### config.mk
export PLATFORM = sky130hd
export DESIGN_NAME = request_id_match_tracker_unit
export DESIGN_NICKNAME = d
export VERILOG_FILES = /design/src/rimt_pkg.sv /design/src/rimt_cmp.sv /design/src/rimt_table.sv /design/src/rimt_seq.sv /design/src/request_id_match_tracker_unit.sv
export SDC_FILE = /design/constraint.sdc
export NUM_CORES = 1
export LEC_CHECK = 0
export ABC_CLOCK_PERIOD_IN_PS = 7800
export BUFFER_PORTS_ARGS = -buffer_cell sky130_fd_sc_hd__buf_2
export CAP_MARGIN = 25
export CORE_MARGIN = 5
export CORE_UTILIZATION = 55
export CTS_CLUSTER_SIZE = 28
export DETAILED_ROUTE_END_ITERATION = 16
export PLACE_DENSITY = 0.71
export SYNTH_ARGS = -nofsm -noshare
export SYNTH_HDL_FRONTEND = slang
export SYNTH_SLANG_ARGS = --single-unit
### constraint.sdc
create_clock -name clk -period 7.8 [get_ports clk]
set_input_delay 1.56 -clock clk [delete_from_list [all_inputs] [get_ports clk]]
set_output_delay 1.56 -clock clk [all_outputs]
set_load 0.02 [all_outputs]
### src/rimt_pkg.sv
// ----------------------------------------------------------------------------
// rimt_pkg: shared types and constants for the request id match tracker
// Beat layouts, opcodes, table geometry and the sequencer-to-table command.
// ----------------------------------------------------------------------------
`default_nettype none

package rimt_pkg;

	localparam int ENTRIES = 16;
	localparam int IDX_W   = (ENTRIES > 1) ? $clog2(ENTRIES) : 1;
	localparam int ID_W    = 16;
	localparam int TIME_W  = 63;

	localparam logic OP_REGISTER = 1'b0;
	localparam logic OP_MATCH    = 1'b1;

	typedef logic [IDX_W-1:0]  idx_t;
	typedef logic [ID_W-1:0]   id_t;
	typedef logic [TIME_W-1:0] ts_t;

	typedef struct packed {
		logic operation;
		id_t  message_id;
		ts_t  timestamp;
	} in_item_t;

	typedef struct packed {
		logic found;
		ts_t  request_time;
	} out_item_t;

	// command from the sequencer to the entry table
	typedef struct packed {
		logic wr_en;
		id_t  wr_id;
		ts_t  wr_ts;
		logic clr_en;
		idx_t rd_idx;
	} tbl_cmd_t;

	// entry seen at the read index
	typedef struct packed {
		logic outstanding;
		id_t  id;
		ts_t  ts;
	} tbl_entry_t;

endpackage

`default_nettype wire

### src/rimt_cmp.sv
// ----------------------------------------------------------------------------
// rimt_cmp: shared time comparator
// Unsigned less-than on send times, used by both the search and clear passes.
// ----------------------------------------------------------------------------
`default_nettype none

module rimt_cmp (
	input  wire rimt_pkg::ts_t a,
	input  wire rimt_pkg::ts_t b,
	output logic               lt
);

	assign lt = (a < b);

endmodule

`default_nettype wire

### src/rimt_table.sv
// ----------------------------------------------------------------------------
// rimt_table: ring of request entries
// Outstanding flags, ids and send times, with a wrapping write pointer and a
// single read index driven by the sequencer.
// ----------------------------------------------------------------------------
`default_nettype none

module rimt_table (
	input  wire                   clk,
	input  wire                   arst_n,
	input  wire rimt_pkg::tbl_cmd_t cmd,
	output rimt_pkg::tbl_entry_t  rd
);

	localparam rimt_pkg::idx_t LAST_IDX = rimt_pkg::IDX_W'(rimt_pkg::ENTRIES - 1);

	logic [rimt_pkg::ENTRIES-1:0] outstanding_q;
	rimt_pkg::id_t                id_q [rimt_pkg::ENTRIES];
	rimt_pkg::ts_t                ts_q [rimt_pkg::ENTRIES];
	rimt_pkg::idx_t               wr_ptr_q;

	always_ff @(posedge clk or negedge arst_n) begin
		if (!arst_n) begin
			outstanding_q <= '0;
			wr_ptr_q      <= '0;
		end else begin
			if (cmd.clr_en) begin
				outstanding_q[cmd.rd_idx] <= 1'b0;
			end
			if (cmd.wr_en) begin
				outstanding_q[wr_ptr_q] <= 1'b1;
				wr_ptr_q <= (wr_ptr_q == LAST_IDX) ? '0 : wr_ptr_q + 1'b1;
			end
		end
	end

	// payload needs no reset: only outstanding entries are ever looked at
	always_ff @(posedge clk) begin
		if (cmd.wr_en) begin
			id_q[wr_ptr_q] <= cmd.wr_id;
			ts_q[wr_ptr_q] <= cmd.wr_ts;
		end
	end

	assign rd.outstanding = outstanding_q[cmd.rd_idx];
	assign rd.id          = id_q[cmd.rd_idx];
	assign rd.ts          = ts_q[cmd.rd_idx];

endmodule

`default_nettype wire

### src/rimt_seq.sv
// ----------------------------------------------------------------------------
// rimt_seq: match sequencer
// Steps one entry a cycle through a search pass, then a clear pass on a hit,
// sharing a single comparator, and holds the response in an output register.
// ----------------------------------------------------------------------------
`default_nettype none

module rimt_seq (
	input  wire                     clk,
	input  wire                     arst_n,
	input  wire                     req_valid,
	output logic                    req_stall,
	input  wire rimt_pkg::in_item_t req,
	output logic                    rsp_valid,
	input  wire                     rsp_stall,
	output rimt_pkg::out_item_t     rsp,
	output rimt_pkg::tbl_cmd_t      cmd,
	input  wire rimt_pkg::tbl_entry_t rd,
	output rimt_pkg::ts_t           cmp_a,
	output rimt_pkg::ts_t           cmp_b,
	input  wire                     cmp_lt
);

	localparam logic [1:0] ST_IDLE  = 2'd0;
	localparam logic [1:0] ST_SCAN  = 2'd1;
	localparam logic [1:0] ST_CLEAR = 2'd2;
	localparam logic [1:0] ST_RESP  = 2'd3;

	localparam rimt_pkg::idx_t LAST_IDX = rimt_pkg::IDX_W'(rimt_pkg::ENTRIES - 1);

	logic [1:0]          state_q;
	rimt_pkg::idx_t      idx_q;
	rimt_pkg::idx_t      pick_q;
	rimt_pkg::id_t       id_q;
	rimt_pkg::ts_t       best_ts_q;
	logic                have_q;
	logic                rsp_valid_q;
	rimt_pkg::out_item_t rsp_q;

	logic accept;
	logic hit;
	logic last;
	logic rsp_load;

	assign req_stall = (state_q != ST_IDLE);
	assign accept    = req_valid && !req_stall;
	assign last      = (idx_q == LAST_IDX);

	assign cmp_a = rd.ts;
	assign cmp_b = best_ts_q;

	// candidate in the search pass; first hit needs no compare
	assign hit = (state_q == ST_SCAN) && rd.outstanding && (rd.id == id_q)
		&& (!have_q || cmp_lt);

	assign rsp_load = (state_q == ST_RESP) && (!rsp_valid_q || !rsp_stall);

	always_comb begin
		cmd.wr_en  = accept && (req.operation == rimt_pkg::OP_REGISTER);
		cmd.wr_id  = req.message_id;
		cmd.wr_ts  = req.timestamp;
		cmd.rd_idx = idx_q;
		// drop the pick itself and everything sent strictly earlier
		cmd.clr_en = (state_q == ST_CLEAR) && rd.outstanding
			&& (cmp_lt || (idx_q == pick_q));
	end

	always_ff @(posedge clk or negedge arst_n) begin
		if (!arst_n) begin
			state_q     <= ST_IDLE;
			idx_q       <= '0;
			have_q      <= 1'b0;
			rsp_valid_q <= 1'b0;
		end else begin
			if (rsp_load) begin
				rsp_valid_q <= 1'b1;
			end else if (!rsp_stall) begin
				rsp_valid_q <= 1'b0;
			end
			case (state_q)
				ST_IDLE: begin
					if (accept && (req.operation == rimt_pkg::OP_MATCH)) begin
						idx_q   <= '0;
						have_q  <= 1'b0;
						state_q <= ST_SCAN;
					end
				end
				ST_SCAN: begin
					if (hit) begin
						have_q <= 1'b1;
					end
					idx_q <= last ? '0 : idx_q + 1'b1;
					if (last) begin
						state_q <= (have_q || hit) ? ST_CLEAR : ST_RESP;
					end
				end
				ST_CLEAR: begin
					idx_q <= last ? '0 : idx_q + 1'b1;
					if (last) begin
						state_q <= ST_RESP;
					end
				end
				ST_RESP: begin
					if (rsp_load) begin
						state_q <= ST_IDLE;
					end
				end
				default: begin
					state_q <= ST_IDLE;
				end
			endcase
		end
	end

	always_ff @(posedge clk) begin
		if (accept) begin
			id_q <= req.message_id;
		end
		if (hit) begin
			pick_q    <= idx_q;
			best_ts_q <= rd.ts;
		end
		if (rsp_load) begin
			rsp_q.found        <= have_q;
			rsp_q.request_time <= have_q ? best_ts_q : '0;
		end
	end

	assign rsp_valid = rsp_valid_q;
	assign rsp       = rsp_q;

endmodule

`default_nettype wire

### src/request_id_match_tracker_unit.sv
// ----------------------------------------------------------------------------
// request_id_match_tracker_unit: outstanding request table with id matching
// Registers sent requests in a ring and matches responses against them.
// ----------------------------------------------------------------------------
// Usage:
//   req channel (req_valid / req_stall / req) carries one beat per item.
//   A register beat (operation 0) writes the entry at the write pointer,
//   marks it outstanding and advances the pointer; it gives no response and
//   raises no stall, so register beats can follow each other every cycle.
//   A match beat (operation 1) gives exactly one rsp beat: found and the
//   earliest matching send time, or found 0 and time 0.
//   A match with a hit runs a search pass and then a clear pass over every
//   entry, both through the one shared time comparator, between the accept
//   and the response load. A miss skips the clear pass. req_stall is high
//   while a match is in flight.
//   The response sits in an output register; a new item is taken while it
//   waits. If rsp_stall holds the register full, the next match waits in its
//   response step until the register frees.
//   Reset (arst_n low) clears all outstanding flags, the write pointer and
//   the response valid; entry ids and times are left as they are.
// ----------------------------------------------------------------------------
`default_nettype none

module request_id_match_tracker_unit (
	input  wire                      clk,
	input  wire                      arst_n,
	input  wire                      req_valid,
	output logic                     req_stall,
	input  wire rimt_pkg::in_item_t  req,
	output logic                     rsp_valid,
	input  wire                      rsp_stall,
	output rimt_pkg::out_item_t      rsp
);

	rimt_pkg::tbl_cmd_t   cmd;
	rimt_pkg::tbl_entry_t rd;
	rimt_pkg::ts_t        cmp_a;
	rimt_pkg::ts_t        cmp_b;
	logic                 cmp_lt;

	rimt_seq u_seq (
		.clk       (clk),
		.arst_n    (arst_n),
		.req_valid (req_valid),
		.req_stall (req_stall),
		.req       (req),
		.rsp_valid (rsp_valid),
		.rsp_stall (rsp_stall),
		.rsp       (rsp),
		.cmd       (cmd),
		.rd        (rd),
		.cmp_a     (cmp_a),
		.cmp_b     (cmp_b),
		.cmp_lt    (cmp_lt)
	);

	rimt_table u_table (
		.clk    (clk),
		.arst_n (arst_n),
		.cmd    (cmd),
		.rd     (rd)
	);

	rimt_cmp u_cmp (
		.a  (cmp_a),
		.b  (cmp_b),
		.lt (cmp_lt)
	);

endmodule

`default_nettype wire

After elaboration in Yosys (flattened, before gate mapping)
Memory sizes are Yosys's and may differ from the RTL's.
Index checks and enable logic that the tools add are counted.
W data, S select, Z words.
- register bits: 175
- bits in latches: 0
- RAM bits: 1264
- ROM bits: 0
- bits of input ports: 84
- memories kept: 2
- memory list (name ; depth ; bits a word ; read ports ; clocked after memory_dff ; wr ports ; RTL line ; source):
    u_table.ts_q ; 16 ; 63 ; 1 ; 0 ; 1 ; rimt_table.sv:19 ; rimt_pkg::ts_t ts_q [rimt_pkg::ENTRIES];
    u_table.id_q ; 16 ; 16 ; 1 ; 0 ; 1 ; rimt_table.sv:18 ; rimt_pkg::id_t id_q [rimt_pkg::ENTRIES];
- add/sub/neg operators: 2
- multipliers: 0
- divide/modulo/power cells: 0
- magnitude comparators: 5
- eq/ne operators: 13
- shift operators: 0
- muxes and demuxes: 25
- bitwise gates (word level): 4
- reduce and logical (&&, ||, !) cells: 27
- operators by type and width (kind ; number):
    $lt A63 B63 Y1 ; 1
    $mux W16 ; 2
    $and A16 B16 Y16 ; 1
    $eq A16 B16 Y1 ; 1
    $not A16 Y16 ; 1
    $or A16 B16 Y16 ; 1
    $mux W4 ; 3
    $ne A2 B1 Y1 const B ; 6
    $logic_and A1 B1 Y1 ; 11
    $lt A4 B5 Y1 const B ; 2
    $mux W1 ; 10
    $add A4 B1 Y4 const B ; 2
    $demux W1 S4 ; 2
    $eq A4 B4 Y1 const B ; 2
    $ge A4 B1 Y1 const B ; 2
    $mux W2 ; 4
    $pmux W2 S4 ; 1
    $pmux W4 S2 ; 1
    $reduce_bool A2 Y1 ; 3
    $bmux W1 S4 ; 1
    $eq A2 B2 Y1 const B ; 2
    $eq A4 B4 Y1 ; 1
    $logic_not A1 Y1 ; 4
    $logic_or A1 B1 Y1 ; 4
    other kinds (8) ; 8

Longest topological paths before layout
- depth in word-level cells: 9
- depth in mapped cells: 18
- depth with buffers taken out: 11

Cells and area by module
Synthesis repeated with hierarchy kept, for this count alone.
- cell total of the unflattened synthesis: 2719
- area total of the unflattened synthesis: 56559.2 um^2
- by module, submodules not included (module ; instances ; cells an instance ; area an instance (um^2) ; seq. area each (um^2)):
    rimt_table ; 1 ; 2041 ; 48227.5 ; 38456.9
    rimt_seq ; 1 ; 457 ; 6776.5 ; 4614.4
    rimt_cmp ; 1 ; 221 ; 1555.2 ; 0.0

Worst setup path after synthesis
OpenSTA, ideal clock, no wires.
- kind: input-to-reg
- start point: input port req_valid
- end point: memory u_table.id_q[7][0] in the netlist's numbering (enable)
- setup time: 0.635 ns
- arrival time: 8.311 ns
- data required time: 7.165 ns
- slack: -1.145 ns
- cell stages on the path: 4
- path buffers: 0
- cells stage by stage: and2_1 > nor2b_1 > nand2_1 > nor3b_1
- longest elaborated chain between the ends: 4
- RTL lines (item ; RTL line ; source):
    from (decl) ; request_id_match_tracker_unit.sv:27 ; input wire req_valid,
    $logic_and A1 B1 Y1 ; rimt_seq.sv:46 ; assign accept = req_valid && !req_stall;
    $logic_and A1 B1 Y1 ; rimt_seq.sv:59 ; cmd.wr_en = accept && (req.operation == rimt_pkg::OP_REGISTER);
    $mux W1 ; rimt_table.sv:39 ; if (cmd.wr_en) begin
    $mux W1 (not written as such) ; rimt_table.sv:40 ; id_q[wr_ptr_q] <= cmd.wr_id;
    to (decl) ; rimt_table.sv:18 ;
No other way between the ends.

Worst setup path in the final report
- start point: register u_seq.idx_q[0]
- end point: register u_seq.best_ts_q[62], in the netlist u_seq.cmp_b[62] (enable)
- elaborated cells on any way between the ends: 10
- those cells by class: order compare (1); eq/ne (1); mux (2); reduce/logical (4); memory (2)
- RTL lines (item ; RTL line ; source):
    from (decl) ; rimt_seq.sv:32 ; rimt_pkg::idx_t idx_q;
    from (signal assigned) ; rimt_seq.sv:92 ; idx_q <= last ? '0 : idx_q + 1'b1;
    from (signal assigned) ; rimt_seq.sv:98 ; idx_q <= last ? '0 : idx_q + 1'b1;
    $mem_v2 Z16 W63 ; -- ;
    via cmp_a[51] ; request_id_match_tracker_unit.sv:37 ; rimt_pkg::ts_t cmp_a;
    $lt A63 B63 Y1 ; rimt_cmp.sv:13 ; assign lt = (a < b);
    $logic_or A1 B1 Y1 ; rimt_seq.sv:54 ; && (!have_q || cmp_lt);
    $logic_and A1 B1 Y1 ; rimt_seq.sv:54 ;
    via u_seq.hit ; rimt_seq.sv:41 ; logic hit;
    to (signal assigned) ; rimt_seq.sv:121 ; best_ts_q <= rd.ts;
    to (decl) ; rimt_seq.sv:35 ; rimt_pkg::ts_t best_ts_q;
The timed path passes the listed nets, and every way through them passes these cells. The select of a mux whose other input is x is not followed.
A chain may end at the register's enable or synchronous reset.

==> Implementation_results.wiki <==
{| class="wikitable"
! Metric !! Value
|-
| Run status || completed
|-
| Net Count, Synth || 2,654
|-
| Library cell with the highest instance count after synthesis || edfxtp_1
|-
| Setup Buffers After CTS || 0
|-
| Layout Cell Area excl Fill || around 0.063 mm^2
|-
| Placement-stage cell area || just under 0.06 mm^2
|-
| Max Root-Sink Buffers || 3
|-
| Synthesis-to-finish area growth || 12.9%
|-
| LEAKAGE || 20.6 nW
|-
| Initial Util || 55.2%
|-
| Setup TNS after final layout || 0 ns
|-
| Switching power of the nets || 5.57 mW
|-
| Switching Share || 27.1%
|-
| CTS tree || done
|-
| Area of the mapped netlist || roughly 0.056 mm^2
|-
| Setup repair after global routing missed its margin || false
|-
| DRT iter0 DRCs || 3,312
|-
| Final critical-path share of the clock period || 80.1%
|-
| Required @ worst endpoint || 8.20 ns
|-
| Half-perimeter wire length after detailed placement || 69.3 mm
|-
| Post-route setup slack || 1.56 ns
|-
| Yosys synthesis warning count || 0
|-
| Quantity of I/O buffers inserted on ports || 149
|-
| Biggest fanout along the worst timing path || 53
|-
| Worst Setup Slack post-DPL || 1.59 ns
|-
| F_max || between 150 and 200 MHz
|-
| Number of nets in the finished design || 2,892
|-
| Via/cell ratio || 6.30
|-
| CP startpoint kind || flip-flop
|-
| Part of the total power dissipated in the clock network || 31.9%
|-
| Number of antenna violations at the first check in global routing || 18
|-
| Biggest area consumer among synthesized cells || edfxtp_1
|-
| Util after Layout || between 60 and 70%
|-
| Total wirelength of the detailed-routed design || roughly 130 mm
|-
| Setup violators final || 0
|-
| Number of global-route vias before repair || 27,492
|-
| Number of distinct library cell variants in the gate-level netlist after synthesis || 63
|-
| Least-Margin Pin Slew || between 1 and 1.5 ns
|-
| CP bufs+invs || 3
|-
| Maximum cell stage delay along the critical path || ~1.1 ns
|-
| Post-synthesis async set-or-reset flop share || under 10%
|-
| Sum of overflow across all layers after global routing || 0
|-
| Hold crit path type || reg2reg
|-
| Total die area || 0.108 mm^2
|-
| Gpl congestion || between 0.8 and 0.9
|-
| Combinational cell fraction of total power || 23.5%
|-
| Post-CTS sizing || 0
|-
| Number of instances in the synthesized netlist || approximately 2,500
|-
| Die Y-Extent || 329 um
|-
| Maximum number of pins on one net before global-route repair || 77
|-
| Clock sink count || 1,439
|-
| Number of vias after detailed routing || 26,568
|-
| GR Util All Layers || 24.0%
|-
| Maximum level of the CTS H-tree || 4
|-
| Top-level I/O count || 150
|-
| Nature of the critical path endpoint || flip-flop
|-
| Number of enable-type register cells in the synthesized netlist || ~1,400
|-
| Most used cell, CP || buf_12
|-
| Most frequent cells after synthesis || 1,411 x edfxtp_1, 379 x mux4_2, 93 x nor2_1, 77 x inv_1, 75 x ha_1
|-
| Power per Cell Area || ~330 mW/mm^2
|-
| Flop and latch count out of synthesis || between 1,000 and 1,500
|-
| Fin Clk Skew || 0.0309 ns
|-
| Cell with the largest stage delay on the worst path || dfrtp_4
|-
| Count of final max-slew check failures || 0
|-
| Part of the Yosys area used for sequential elements || 76.9%
|-
| Max_slew headroom || 28.7%
|-
| Cell-by-cell listing of the critical path || buf_12, buf_12, mux4_2, mux4_2, ha_1, a21o_1, a21o_1, a21oi_1, o21ai_0, a21oi_1, o21ai_0, a21oi_4, buf_12
|-
| Ranking of synthesized cells by area || edfxtp_1 76%, mux4_2 15%, ha_1 1.7%
|-
| Flop pwr share || 44.7%
|-
| Hold Violations, Final || 0
|-
| Maximum capacitance violations || 0
|-
| Fill cells || 6,697
|-
| Hold-fix buffers at CTS || 0
|-
| Fraction of final layout cells with drive strength greater than 1 || 28.3%
|-
| Iteration count of the initial detailed-routing pass || 5
|-
| Power Internal || 15.0 mW
|-
| Most used DFF post-synth || edfxtp_1
|-
| Floorplan core area || 0.101 mm^2
|-
| Data arrival time of the critical path || 6.65 ns
|-
| Std-Cell Rows || 117
|-
| Worst-Skew Late Latency || 0.74 ns
|-
| Number of buffers created by CTS || 143
|-
| DRC violations left || 0
|-
| Maximum VDD drop || 0.191 mV
|-
| Tmin final || 6.24 ns
|-
| Path type of the worst setup path || reg2reg
|-
| Register clock-pin slew on the reported worst setup and hold paths || 0.06 ns
|-
| Total chip power || ~20 mW
|-
| X dimension of the die || 329 um
|-
| Post-Syn Area per Cell || 22.4 um^2
|-
| CP top delay family || compound AO/OA/AOI/OAI gates
|-
| Global-route wire length before repair || 187 mm
|-
| Buffer type at the clock tree root || clkbuf_16
|-
| Post-DR wirelength/cell || 30.5 um
|-
| Proportion of netlist area held by the largest area contributor || between 70% and 80%
|-
| Detail Route Antenna Nets || 0
|}
==> flip-flops by register name, indices dropped and copies added (netlist names) <==
signal and cells:
u_table.ts_q 1008, u_table.id_q 256, u_seq.rsp 64, u_seq.cmp_b 63, u_seq.id_q 16, u_table.outstanding_q 16, u_seq.idx_q 4, u_seq.pick_q 4
u_table.wr_ptr_q 4, u_seq.state_q 2, u_seq.have_q 1, u_seq.rsp_valid 1
==> final cells by class <==
class,instances,area [um^2],area share (%)
Sequential cell,1439,43100,68.2
Multi-Input combinational cell,869,12200,19.3
Antenna cell,10,25.0,0.0396
Clock inverter,69,566,0.895
Timing Repair Buffer,200,1440,2.27
Clock buffer,179,3870,6.13
Tap cell,1368,1710,2.71
Inverter,80,313,0.495
==> worst reg2reg max path, cell delays in order (launching register included) <==
cell and delay, ns:
dfrtp_4 1.07, buf_12 0.51, buf_12 0.32, mux4_2 0.52, mux4_2 0.54, ha_1 0.23, a21o_1 0.15, a21o_1 0.16
a21oi_1 0.16, o21ai_0 0.12, a21oi_1 0.60, o21ai_0 0.33, a21oi_4 0.82, buf_12 0.34
==> path summary, 6_finish.rpt <==
check / from / to / slack, ns / cells past startpoint
min reg2reg: u_table.outstanding_q[15] / u_table.outstanding_q[15] / 0.54 / 2
max: u_seq.idx_q[0] / u_seq.cmp_b[62] / 1.56 / 13
max reg2reg: u_seq.idx_q[0] / u_seq.cmp_b[62] / 1.56 / 13
max in group asynchronous: arst_n / u_seq.idx_q[1] / 6.38 / 1
min in group asynchronous: arst_n / u_table.wr_ptr_q[0] / 0.88 / 1
min: u_table.outstanding_q[15] / u_table.outstanding_q[15] / 0.54 / 2
==> kinds of logic (layout without fill, tap and decap cells) <==
family,count (synthesis),in the layout,share of synthesized area [%]
adder cells (fa/ha/maj),75,75,1.68
multiplexers,414,414,16.0
buffers and inverters,187,528,1.45
XOR/XNOR,25,25,0.391
AO/OA/AOI/OAI,130,130,1.58
flip-flops,1439,1439,76.9
other,0,10,0
AND/OR/NAND/NOR,225,225,1.95
==> routing by layer <==
metal	global-route usage, %	wire, um	vias to the layer above
met5	0	42	-
met4	6.10	2880	6
met2	38.1	62700	1278
met1	34.3	50500	14124
met3	6.04	12300	204
li1	-	-	10956
==> power by group through the flow <==
stage | Clock [mW] | Combinational, mW | Sequential, mW
2_1_floorplan | 0 | 3.48 | 9.29
3_3_place_gp | 0 | 4.74 | 9.33
3_5_place_dp | 0 | 4.83 | 9.35
4_1_cts | 6.64 | 4.87 | 9.19
5_1_grt | 7.00 | 5.17 | 9.21
6_report | 6.55 | 4.82 | 9.18
==> through the flow <==
step,std cells,hold WS (ns)
floorplan,2495,0.420
global placement,3953,0.502
detailed placement,3954,0.519
CTS,4202,0.531
global route,4205,0.552
finish,4214,0.540
==> cell usage in the layout (no fill, tap or decap), types with 5 or more instances in the layout <==
master	count
o21ai_0	23
inv_1	73
and3_1	5
dfrtp_1	24
ha_1	75
nor2_1	91
clkbuf_16	151
mux2_2	6
a21o_1	21
nor3_1	8
a31oi_1	6
nor4b_1	8
bufinv_16	9
buf_12	21
mux4_2	379
nand2b_1	6
edfxtp_1	1411
nand2_1	42
a21oi_1	31
buf_4	27
a22o_1	5
buf_2	149
nor2b_1	6
xor2_1	18
clkbuf_1	28
inv_6	6
nor4_1	8
mux2i_1	24
nand3_1	14
clkinv_2	19
diode_2	10
nand4_1	14
xnor2_1	7
clkinv_1	33
(Power assumes the default switching activity.)
